`src/hw/rtl/tksrs_pkg.sv`:
```
// ----------------------------------------------------------------------------
// tksrs_pkg: shared types and helpers for the two-key stable record sorter
// Holds the record type, the cell control group and the key compare used by
// every cell of the sorting chain.
// ----------------------------------------------------------------------------
package tksrs_pkg;

  localparam int MAX_RECORDS = 64;
  localparam int KEY_WIDTH   = 16;
  localparam int FIELD_W     = 16;

  typedef logic signed [KEY_WIDTH-1:0] key_t;
  typedef logic [FIELD_W-1:0]          field_t;

  typedef struct packed {
    field_t move;
    key_t   pri;
    key_t   sec;
  } rec_t;

  // Per-cycle command broadcast to every cell.
  typedef struct packed {
    logic ins;    // insert the beat on the input channel
    logic drain;  // shift the chain one place toward cell zero
  } cell_ctl_t;

  typedef enum logic {
    ST_COLLECT,
    ST_DRAIN
  } state_t;

  // A key is the low KEY_WIDTH bits of the field; a wider key zero-extends.
  function automatic key_t to_key(input field_t raw);
    logic [31:0] w;
    begin
      w = 32'(raw);
      return key_t'(w);
    end
  endfunction

  // Back to the 16-bit field: sign-extend, then keep the low field bits.
  function automatic field_t from_key(input key_t k);
    logic signed [31:0] e;
    begin
      e = 32'(k);
      return e[FIELD_W-1:0];
    end
  endfunction

  // True when record a strictly beats record b (descending, two keys).
  function automatic logic beats(input rec_t a, input rec_t b);
    begin
      if (a.pri != b.pri) return a.pri > b.pri;
      return a.sec > b.sec;
    end
  endfunction

endpackage

```
`src/hw/rtl/tksrs_cell.sv`:
```
// ----------------------------------------------------------------------------
// tksrs_cell: one slot of the insertion chain
// Holds one record and its valid bit. On insert it keeps its record, takes
// the new one or takes its left neighbor's; on drain it takes its right one.
// ----------------------------------------------------------------------------
module tksrs_cell import tksrs_pkg::*; (
  input  logic      clk,
  input  logic      rst_n,
  input  cell_ctl_t ctl,
  input  rec_t      new_rec,
  input  rec_t      prev_rec,
  input  logic      prev_valid,
  input  logic      prev_take,
  input  rec_t      next_rec,
  input  logic      next_valid,
  output rec_t      rec,
  output logic      valid,
  output logic      take
);

  rec_t rec_r, rec_nxt;
  logic valid_r, valid_nxt;

  // The new record lands here or to the left when this slot is empty or
  // holds a record the new one strictly beats; equal records stay ahead.
  assign take = !valid_r || beats(new_rec, rec_r);

  always_comb begin
    rec_nxt   = rec_r;
    valid_nxt = valid_r;
    if (ctl.ins) begin
      if (take) begin
        rec_nxt   = prev_take ? prev_rec : new_rec;
        valid_nxt = valid_r | prev_valid;
      end
    end else if (ctl.drain) begin
      rec_nxt   = next_rec;
      valid_nxt = next_valid;
    end
  end

  always_ff @(posedge clk) begin
    rec_r <= rec_nxt;
  end

  always_ff @(posedge clk) begin
    if (!rst_n) begin
      valid_r <= 1'b0;
    end else begin
      valid_r <= valid_nxt;
    end
  end

  assign rec   = rec_r;
  assign valid = valid_r;

endmodule

```
`config.mk`:
```
export PLATFORM = sky130hd
export DESIGN_NAME = tksrs_cell
export DESIGN_NICKNAME = d
export VERILOG_FILES = /design/src/hw/rtl/tksrs_pkg.sv /design/src/hw/rtl/tksrs_cell.sv
export SDC_FILE = /design/constraint.sdc
export NUM_CORES = 1
export LEC_CHECK = 0
export BUFFER_PORTS_ARGS = -buffer_cell sky130_fd_sc_hd__buf_2
export CAP_MARGIN = 20
export CORE_MARGIN = 2
export CORE_UTILIZATION = 44
export DETAILED_ROUTE_END_ITERATION = 6
export GPL_TIMING_DRIVEN = 1
export PLACE_DENSITY = 0.81
export SETUP_SLACK_MARGIN = 0.3
export SLEW_MARGIN = 20
export SYNTH_ARGS = -nofsm -noshare
export SYNTH_HDL_FRONTEND = slang
export SYNTH_SLANG_ARGS = --single-unit
```
`constraint.sdc`:
```
create_clock -name clk -period 6 [get_ports clk]
set_clock_uncertainty 0.15 [all_clocks]
set_input_delay 0.6 -clock clk [delete_from_list [all_inputs] [get_ports clk]]
set_output_delay 0.6 -clock clk [all_outputs]
set_load 0.05 [all_outputs]
```
==> out/qor.txt <==
Crit end category = flop
Outcome = finished, final reports clean
Clock Pin Slew Worst Setup and Hold Paths = 100 ps
Crit path from = rec[31]$_DFFE_PP_
Die Y = 91.01 µm
Reg2reg start = rec[31]$_DFFE_PP_
Hold buffers post-CTS = 0
Most frequent cell after synthesis = a21oi_1
Ports = 201
Synth area leader = edfxtp_1
H-tree depth = 2
Port bufs = 200
Crit-path max cell delay = 840 ps
Commonest cells post-synth = a21oi_1, nor2_1, edfxtp_1, mux2i_1, inv_1
WL/cell = 14.40 µm
Core Area = 0.007292 mm²
FF-to-FF path depth = 8
DRT Pass-1 Iters = 4
Asr flop ratio synth = 0%
Cell Count Post-Placement = 618
Peak supply drop = 0.1161 mV
Post-synthesis cell area = 0.003331 mm²
Net count reported at finish = 709
CP Max Fanout = 28
Final TNS setup = 0 ps
Register area share after synthesis = 43.88%
Post-cts sizing count = 0
Worst Hold Slack = 390.3 ps
Tot GR Track Use = 21.37%
Hold WC Path Type = input pin to flop
Final slew viol count = 0
CTS max path bufs = 2
Number of max-cap violations = 0
Final cycle utilization of the critical path = 57.97%
Initial antenna violation count = 0
Ys flop type = edfxtp_1
CP max stage cell = a31oi_4
Post-Route WL = 9014 µm
Final Wtd Congestion = 0.8625
Clock net sink count = 49
Critical path launch point type = flop
Vias in the first global route = 3,065
Reg2Reg Setup Slack = 2520 ps
DR iter-0 viols = 69
Root Driver = clkbuf_8
Initial Util = 45.68%
Clk_lat worst skew = 310 ps
PwrDens = 222.8 mW/mm²
Vias = 3,170
Post-CTS Setup Inserts = 0
Final setup vio count = 0
Endpoints failing hold = 0
Post-DP HPWL = 7264 µm
Unrepaired setup endpoints after global routing = false
Yosys top cell area share = 43.28%
Largest net degree at the start of global routing = 99
Worst path cell trace = inv_1 > ha_1 > nand4_1 > nor4_2 > a21boi_0 > o311ai_1 > a31oi_4 > buf_4
CTS tree = built
Fmax = 0.2875 GHz
Syn_area_per_cell = 10.00 µm²
Post-DRT Antenna Nets = 0
Mapped Cells = 333
Crit path DAT = 3310 ps
HP Start = rst_n
Min Tclk post-route = 3478 ps
Ys Warns = 0
FP Rows = 31
Layout cells sized above 1 = 41.18%
CTS Buf Count = 5
Top post-synthesis cells by area = edfxtp_1, mux2i_1, ha_1
DRC viols = 0
Net Count, Synth = 516
First-pass GRT wire length = 14,290 µm
Die Area = 0.008282 mm²
Distinct cell type count of the synthesized netlist = 34
Antenna diodes = 0
Worst slew pin tran = 969.0 ps
Post-synth EDFFs = 48
Chip Width = 91.01 µm
Crit path kind = flop to flop
Data required time of the worst path = 5840 ps
Hold path depth = 3
Avg Vias per Cell = 5.064
Area delta synth->final = 35.57%
Synth Register Bits = 49
Leak pwr = 0.002315 µW
Total grt overflow = 0
Worst slew margin relative to its limit = 35.40%
Fin cells = 626
[critical path: cells and delay by family, from the launching register on]
kind / cells / cell delay (ps)
AO/OA/AOI/OAI: 3 / 1260
adder cells (fa/ha/maj): 1 / 300
buffers and inverters: 2 / 500
flip-flops: 1 / 360
AND/OR/NAND/NOR: 2 / 570
[registers in the layout (all words and copies together), names as in the netlist]
signal	cells
valid	1
rec	48
[logic make-up after synthesis]
| family | count (synthesis) | share of synthesized area (%) |
|---|---|---|
| flip-flops | 49 | 43.88 |
| AO/OA/AOI/OAI | 77 | 13.04 |
| AND/OR/NAND/NOR | 77 | 10.71 |
| multiplexers | 48 | 14.43 |
| buffers and inverters | 50 | 5.935 |
| adder cells (fa/ha/maj) | 32 | 12.02 |
[routing by layer]
metal | wire length, µm | share of wire (%) | track usage [%]
met1 | 3591 | 40 | 24.97
met2 | 4871 | 54 | 40.80
met3 | 464 | 5.1 | 2.905
met4 | 86 | 0.95 | 5.429
met5 | 0 | 0 | 0
[power breakdown]
group | switching [µW] | internal (µW) | total [µW]
combinational | 244 | 120 | 365
clock | 121 | 84.4 | 206
sequential | 15.1 | 421 | 436
total | 381 | 625 | 1010
[per-stage QoR]
step	util [%]	worst slack [ps]	power, µW	cell area (µm²)
global placement	60.64	2278	799.4	4422
finish	61.93	2522	1006	4516
global route	61.93	2224	1061	4516
detailed placement	60.64	2114	810.5	4422
floorplan	-	970.4	691.7	3331
CTS	61.93	2421	1014	4516
[worst paths after layout]
path,endpoint
worst max-delay path,rec[8]$_DFFE_PP_
worst min-delay path,valid$_SDFFE_PN0P_
worst max register to register,rec[8]$_DFFE_PP_
worst min register to register,valid$_SDFFE_PN0P_
[cells in the final DEF, fill, tap and decap left out, drive strengths merged]
| cell type | Yosys | final |
|---|---|---|
| and4 | 1 | 1 |
| and2b | 1 | 1 |
| clkinvlp | 0 | 1 |
| a21oi | 58 | 58 |
| a211oi | 1 | 1 |
| nor2 | 52 | 52 |
| o21a | 1 | 1 |
| o31ai | 1 | 1 |
| inv | 33 | 34 |
| dfxtp | 1 | 1 |
| o211ai | 2 | 2 |
| buf | 6 | 203 |
| ha | 32 | 32 |
| o21ai | 4 | 4 |
| nand2b | 2 | 2 |
| o311ai | 1 | 1 |
| a311o | 1 | 1 |
| nand3 | 2 | 2 |
| a21boi | 2 | 2 |
| nor4 | 2 | 2 |
| nand2 | 7 | 7 |
| nand4 | 6 | 6 |
| a21o | 3 | 3 |
| a31oi | 2 | 2 |
| clkinv | 0 | 1 |
| nand4b | 1 | 1 |
| a2111oi | 1 | 1 |
| or2 | 1 | 1 |
| edfxtp | 48 | 48 |
| clkbuf | 11 | 5 |
| nor2b | 2 | 2 |
| mux2i | 48 | 48 |
[cell type report]
cell class,instances,area (µm²)
Tap cell,99,123.9
Clock buffer,5,68.82
Fill cell,668,2776
Inverter,33,123.9
Multi-Input combinational cell,234,1687
Clock inverter,3,25.02
Sequential cell,49,1461
Timing Repair Buffer,203,1026
No activity file was read; power rests on OpenSTA's default activity.
