File: src/hw/rtl/tksrs_pkg.sv
// ----------------------------------------------------------------------------
// tksrs_pkg: shared types and helpers for the two-key stable record sorter
// Holds the record type, the cell control group and the key compare used by
// every cell of the sorting chain.
// ----------------------------------------------------------------------------
package tksrs_pkg;

  localparam int MAX_RECORDS = 64;
  localparam int KEY_WIDTH   = 16;
  localparam int FIELD_W     = 16;

  typedef logic signed [KEY_WIDTH-1:0] key_t;
  typedef logic [FIELD_W-1:0]          field_t;

  typedef struct packed {
    field_t move;
    key_t   pri;
    key_t   sec;
  } rec_t;

  // Per-cycle command broadcast to every cell.
  typedef struct packed {
    logic ins;    // insert the beat on the input channel
    logic drain;  // shift the chain one place toward cell zero
  } cell_ctl_t;

  typedef enum logic {
    ST_COLLECT,
    ST_DRAIN
  } state_t;

  // A key is the low KEY_WIDTH bits of the field; a wider key zero-extends.
  function automatic key_t to_key(input field_t raw);
    logic [31:0] w;
    begin
      w = 32'(raw);
      return key_t'(w);
    end
  endfunction

  // Back to the 16-bit field: sign-extend, then keep the low field bits.
  function automatic field_t from_key(input key_t k);
    logic signed [31:0] e;
    begin
      e = 32'(k);
      return e[FIELD_W-1:0];
    end
  endfunction

  // True when record a strictly beats record b (descending, two keys).
  function automatic logic beats(input rec_t a, input rec_t b);
    begin
      if (a.pri != b.pri) return a.pri > b.pri;
      return a.sec > b.sec;
    end
  endfunction

endpackage

File: src/hw/rtl/tksrs_ctrl.sv
// ----------------------------------------------------------------------------
// tksrs_ctrl: run sequencer for the sorter
// Collects beats until the last one of a run, then drains the chain one
// record per accepted output beat, and keeps the overflow flag of the run.
// ----------------------------------------------------------------------------
module tksrs_ctrl import tksrs_pkg::*; (
  input  logic      clk,
  input  logic      rst_n,
  input  logic      in_valid,
  input  logic      in_last,
  input  logic      out_ready,
  input  logic      full,
  input  logic      more_after_head,
  output logic      in_ready,
  output logic      out_valid,
  output logic      dropped,
  output cell_ctl_t ctl
);

  state_t state_r, state_nxt;
  logic   dropped_r, dropped_nxt;
  logic   in_fire, out_fire, drain_done;

  assign in_fire    = in_valid && in_ready;
  assign out_fire   = out_valid && out_ready;
  assign drain_done = out_fire && !more_after_head;

  always_comb begin
    state_nxt = state_r;
    case (state_r)
      ST_COLLECT: if (in_fire && in_last) state_nxt = ST_DRAIN;
      ST_DRAIN:   if (drain_done) state_nxt = ST_COLLECT;
      default:    state_nxt = ST_COLLECT;
    endcase
  end

  always_comb begin
    in_ready  = 1'b0;
    out_valid = 1'b0;
    ctl       = '0;
    case (state_r)
      ST_COLLECT: begin
        in_ready = 1'b1;
        ctl.ins  = in_valid && !full;
      end
      ST_DRAIN: begin
        out_valid = 1'b1;
        ctl.drain = out_ready;
      end
      default: begin
        in_ready = 1'b0;
      end
    endcase
  end

  always_comb begin
    dropped_nxt = dropped_r;
    if (drain_done) begin
      dropped_nxt = 1'b0;
    end else if (in_fire && full) begin
      dropped_nxt = 1'b1;
    end
  end

  always_ff @(posedge clk) begin
    if (!rst_n) begin
      state_r   <= ST_COLLECT;
      dropped_r <= 1'b0;
    end else begin
      state_r   <= state_nxt;
      dropped_r <= dropped_nxt;
    end
  end

  assign dropped = dropped_r;

endmodule

File: config.mk
export PLATFORM = sky130hd
export DESIGN_NAME = tksrs_ctrl
export DESIGN_NICKNAME = d
export VERILOG_FILES = /design/src/hw/rtl/tksrs_pkg.sv /design/src/hw/rtl/tksrs_ctrl.sv
export SDC_FILE = /design/constraint.sdc
export NUM_CORES = 1
export LEC_CHECK = 0
export BUFFER_PORTS_ARGS = -buffer_cell sky130_fd_sc_hd__buf_2
export CORE_AREA = 3 3 40 42
export CTS_CLUSTER_SIZE = 20
export DETAILED_ROUTE_END_ITERATION = 8
export DIE_AREA = 0 0 43 45
export GPL_ROUTABILITY_DRIVEN = 1
export PLACE_DENSITY = 0.33
export SETUP_SLACK_MARGIN = 0.15
export SLEW_MARGIN = 15
export SYNTH_ARGS = -nofsm -noshare
export SYNTH_HDL_FRONTEND = slang
export SYNTH_SLANG_ARGS = --single-unit
File: constraint.sdc
create_clock -name clk -period 1 [get_ports clk]
set_clock_uncertainty 0.1 [all_clocks]
set_input_delay 0.2 -clock clk [delete_from_list [all_inputs] [get_ports clk]]
set_output_delay 0.2 -clock clk [all_outputs]
set_load 0.1 [all_outputs]
==> impl_summary.md <==
Critical path
The worst setup path is launched from a register. The worst setup slack for register-to-register paths is 100 ps. The stage delay of the slowest cell on the critical path is 350 ps. The arrival time of the worst setup path is just under 1000 ps. The endpoint of the most critical register-to-register path is dropped. The worst setup path startpoint is state_r. Of all nets on the critical path, the largest fanout is 7. For the worst setup path, the data required time is 700 ps.

The signal on the critical path passes through nor3b_4 -> buf_12. The number of cells traversed by the worst register-to-register path is 2. In this run the worst setup path terminates at ctl[1].

The startpoint-to-endpoint class of the critical path is reg2out. The start of the worst register-to-register path is state_r. The kind of end point of the critical path is an output port. The slowest stage of the critical path is the dfxtp_4 cell.

Global routing
The wire length of the first global-routing pass is roughly 600 um. The number of antenna violations at the first check in global routing is 0. The global router's overall resource usage is 4.41%.

The number of global-route vias before repair is 157. The maximum number of pins on one net before global-route repair is 8. The total grt overflow is 0.

Layout
The layout has 139 filler cells. The core utilization of the finished layout is 25.7%. The final cell area excluding filler cells is 330 um^2. In the final layout, the share of cells above drive strength 1 is 82.8%. The number of antenna diodes in the final layout is 0. The final net count is 38. The layout overhead on the synthesized area is 184%.

Logic synthesis
The synthesis-stage register bit count is 2. The Yosys step of the flow raised 0 warnings. The number of nets in the synthesized netlist is 20. The synthesized instance count is 13. In this run the cell area of the synthesized design comes to 116 um^2. After synthesis, the netlist uses 10 different library cells.

The fraction of the yosys area taken by sequential cells is 34.4%. The per-instance average area after synthesis is ~9.0 um^2.

Job
Max-cap violations in this run came to 0.

Outcome
The checks that failed: setup timing. The flow ran to the end, but the final reports show violations.

Floorplanning
The die footprint is around 1900 um^2. The floorplan step defined a core boundary enclosing 1280 um^2. The floorplan die height is 45 um. The I/O pin total is 12. Measured along the x axis, the die boundary spans 43 um. The initialized floorplan defines 13 standard-cell rows. The initial core utilization is 9.06%.

Timing
Setup repair after global routing could not meet its margin everywhere. The worst slew margin relative to its limit is 87.7%. After layout, the worst setup slack is -284 ps. The final hold violation count was 0.

Setup violations remaining at the end of the flow were counted as 5. Of the available clock period, the critical path in the final layout requires 128%. The number of max-slew violations in the final report was 0. Counting I/O delays and the setup requirement, the final critical path takes approximately 1300 ps. At the pin with the least slew margin, the transition time is ~180 ps. Based on the critical path, the design can be clocked at up to 779 MHz.

CTS
The clock latency on the worst-skew pair is 220 ps. The CTS tree is done. In this run the number of H-tree levels came out at 1. Counting the buffers created by CTS gives 3. The register clock-pin slew on the reported worst setup and hold paths is 30 ps. Counting every sink on the clock net gives 2. Hold repair after CTS inserted 0 buffers. The cell chosen for the clock root is clkbuf_4. The maximum number of buffers from clock root to sink is 2.

Placed design
The number of port buffers is 11. The cell area after placement is approximately 290 um^2. The congestion estimate from routability-driven global placement came to 0.672.

Power
The worst-case IR drop observed on VDD is 0.000946 V. The power per cell area is 1420 nW/um^2. The design draws 0.470 mW. The static power due to leakage is around 0.14 nW.

Detailed routing
In the routed design, unresolved DRC markers number 0. Once detail routing completed, the nets flagged for antenna violations numbered 0. After the first detailed-routing iteration, the DRC count stood at 1.

The first TritonRoute pass finished after 2 iterations. After detailed routing, the average wire length per cell comes to 7.95 um. After detailed routing, the number of vias per cell comes to 3.41. Wires add up to 350 um. The number of vias after detailed routing is 150.

Worst hold path
The type of the worst min-delay path is in2reg.
stage by stage:
| stage | setup slack (ps) | instances | hold WS, ps | TNS, ps |
|---|---|---|---|---|
| 2_1_floorplan | -614 | 13 | 242 | -1340 |
| 3_3_place_gp | -48.3 | 40 | 356 | -56.6 |
| 3_5_place_dp | -58.5 | 40 | 365 | -67.8 |
| 4_1_cts | -297 | 44 | 144 | -1020 |
| 5_1_grt | -344 | 44 | 167 | -1160 |
| 6_report | -284 | 44 | 157 | -968 |
cells in the final DEF (no fill, tap or decap), drive strengths merged:
cell	n
nor3b	1
and2	1
nand3b	1
dfxtp	2
inv	3
a211oi	1
buf	14
clkbuf	3
a21oi	1
and3b	1
nor3	1
cell type report:
class                   count  area [um^2]  area share, %
clock buffers               3         22.5           6.82
inverters                   3         11.3           3.41
multi-input cells           7         73.8           22.3
flip-flops and latches      2         47.5           14.4
well taps                  15         18.8           5.68
repair buffers             14          156           47.3
state kept, by name (all words and copies together) (netlist names):
| name | cells |
|---|---|
| dropped | 1 |
| state_r | 1 |
what timing repair did:
| item | in CTS | in global routing |
|---|---|---|
| gates resized for setup | 2 | 0 |
| pin swaps | 1 | 2 |
| buffers inserted | 1 | 0 |
| cloned | 0 | 0 |
| setup endpoints to repair | 7 | 7 |
worst min path at each step:
| stage | from | to | slack [ps] | cells after the start |
|---|---|---|---|---|
| 2_1_floorplan | rst_n | dropped | 240 | 2 |
| 3_3_place_gp | rst_n | dropped | 360 | 3 |
| 3_5_place_dp | rst_n | dropped | 360 | 3 |
| 4_1_cts | rst_n | state_r | 140 | 3 |
| 5_1_grt | rst_n | state_r | 170 | 3 |
| 6_report | rst_n | state_r | 160 | 3 |
cells by family after synthesis:
logic type      synth area share (%)
simple gates                    34.4
compound gates                  15.0
flops                           34.4
buf+inv                         16.1
cells in the mapped netlist:
cell type / instances / area (um^2)
and2_2: 1 / 7.51
and3b_4: 1 / 12.5
nor3_1: 1 / 5.00
a211oi_2: 1 / 12.5
a21oi_1: 1 / 5.00
dfxtp_1: 2 / 40.0
buf_4: 1 / 7.51
nand3b_1: 1 / 7.51
nor3b_1: 1 / 7.51
inv_1: 3 / 11.3
metal layers:
layer | GRT usage, % | vias up | wire length, um
li1 | - | 75 | -
met1 | 4.80 | 64 | 138
met2 | 5.69 | 11 | 152
met3 | 4.38 | 0 | 59
met4 | 1.81 | 0 | 0
met5 | 0 | - | 0
critical path: cells and delay by family, from the launching register on:
kind	cells	cell delay [ps]
buf+inv	1	200
simple gates	1	210
flops	1	350
report_power, final:
part           switching [mW]  internal [mW]
clock                  0.0400          0.132
sequential            0.00869         0.0855
combinational           0.122         0.0824
No activity file was read; power rests on OpenSTA's default activity.
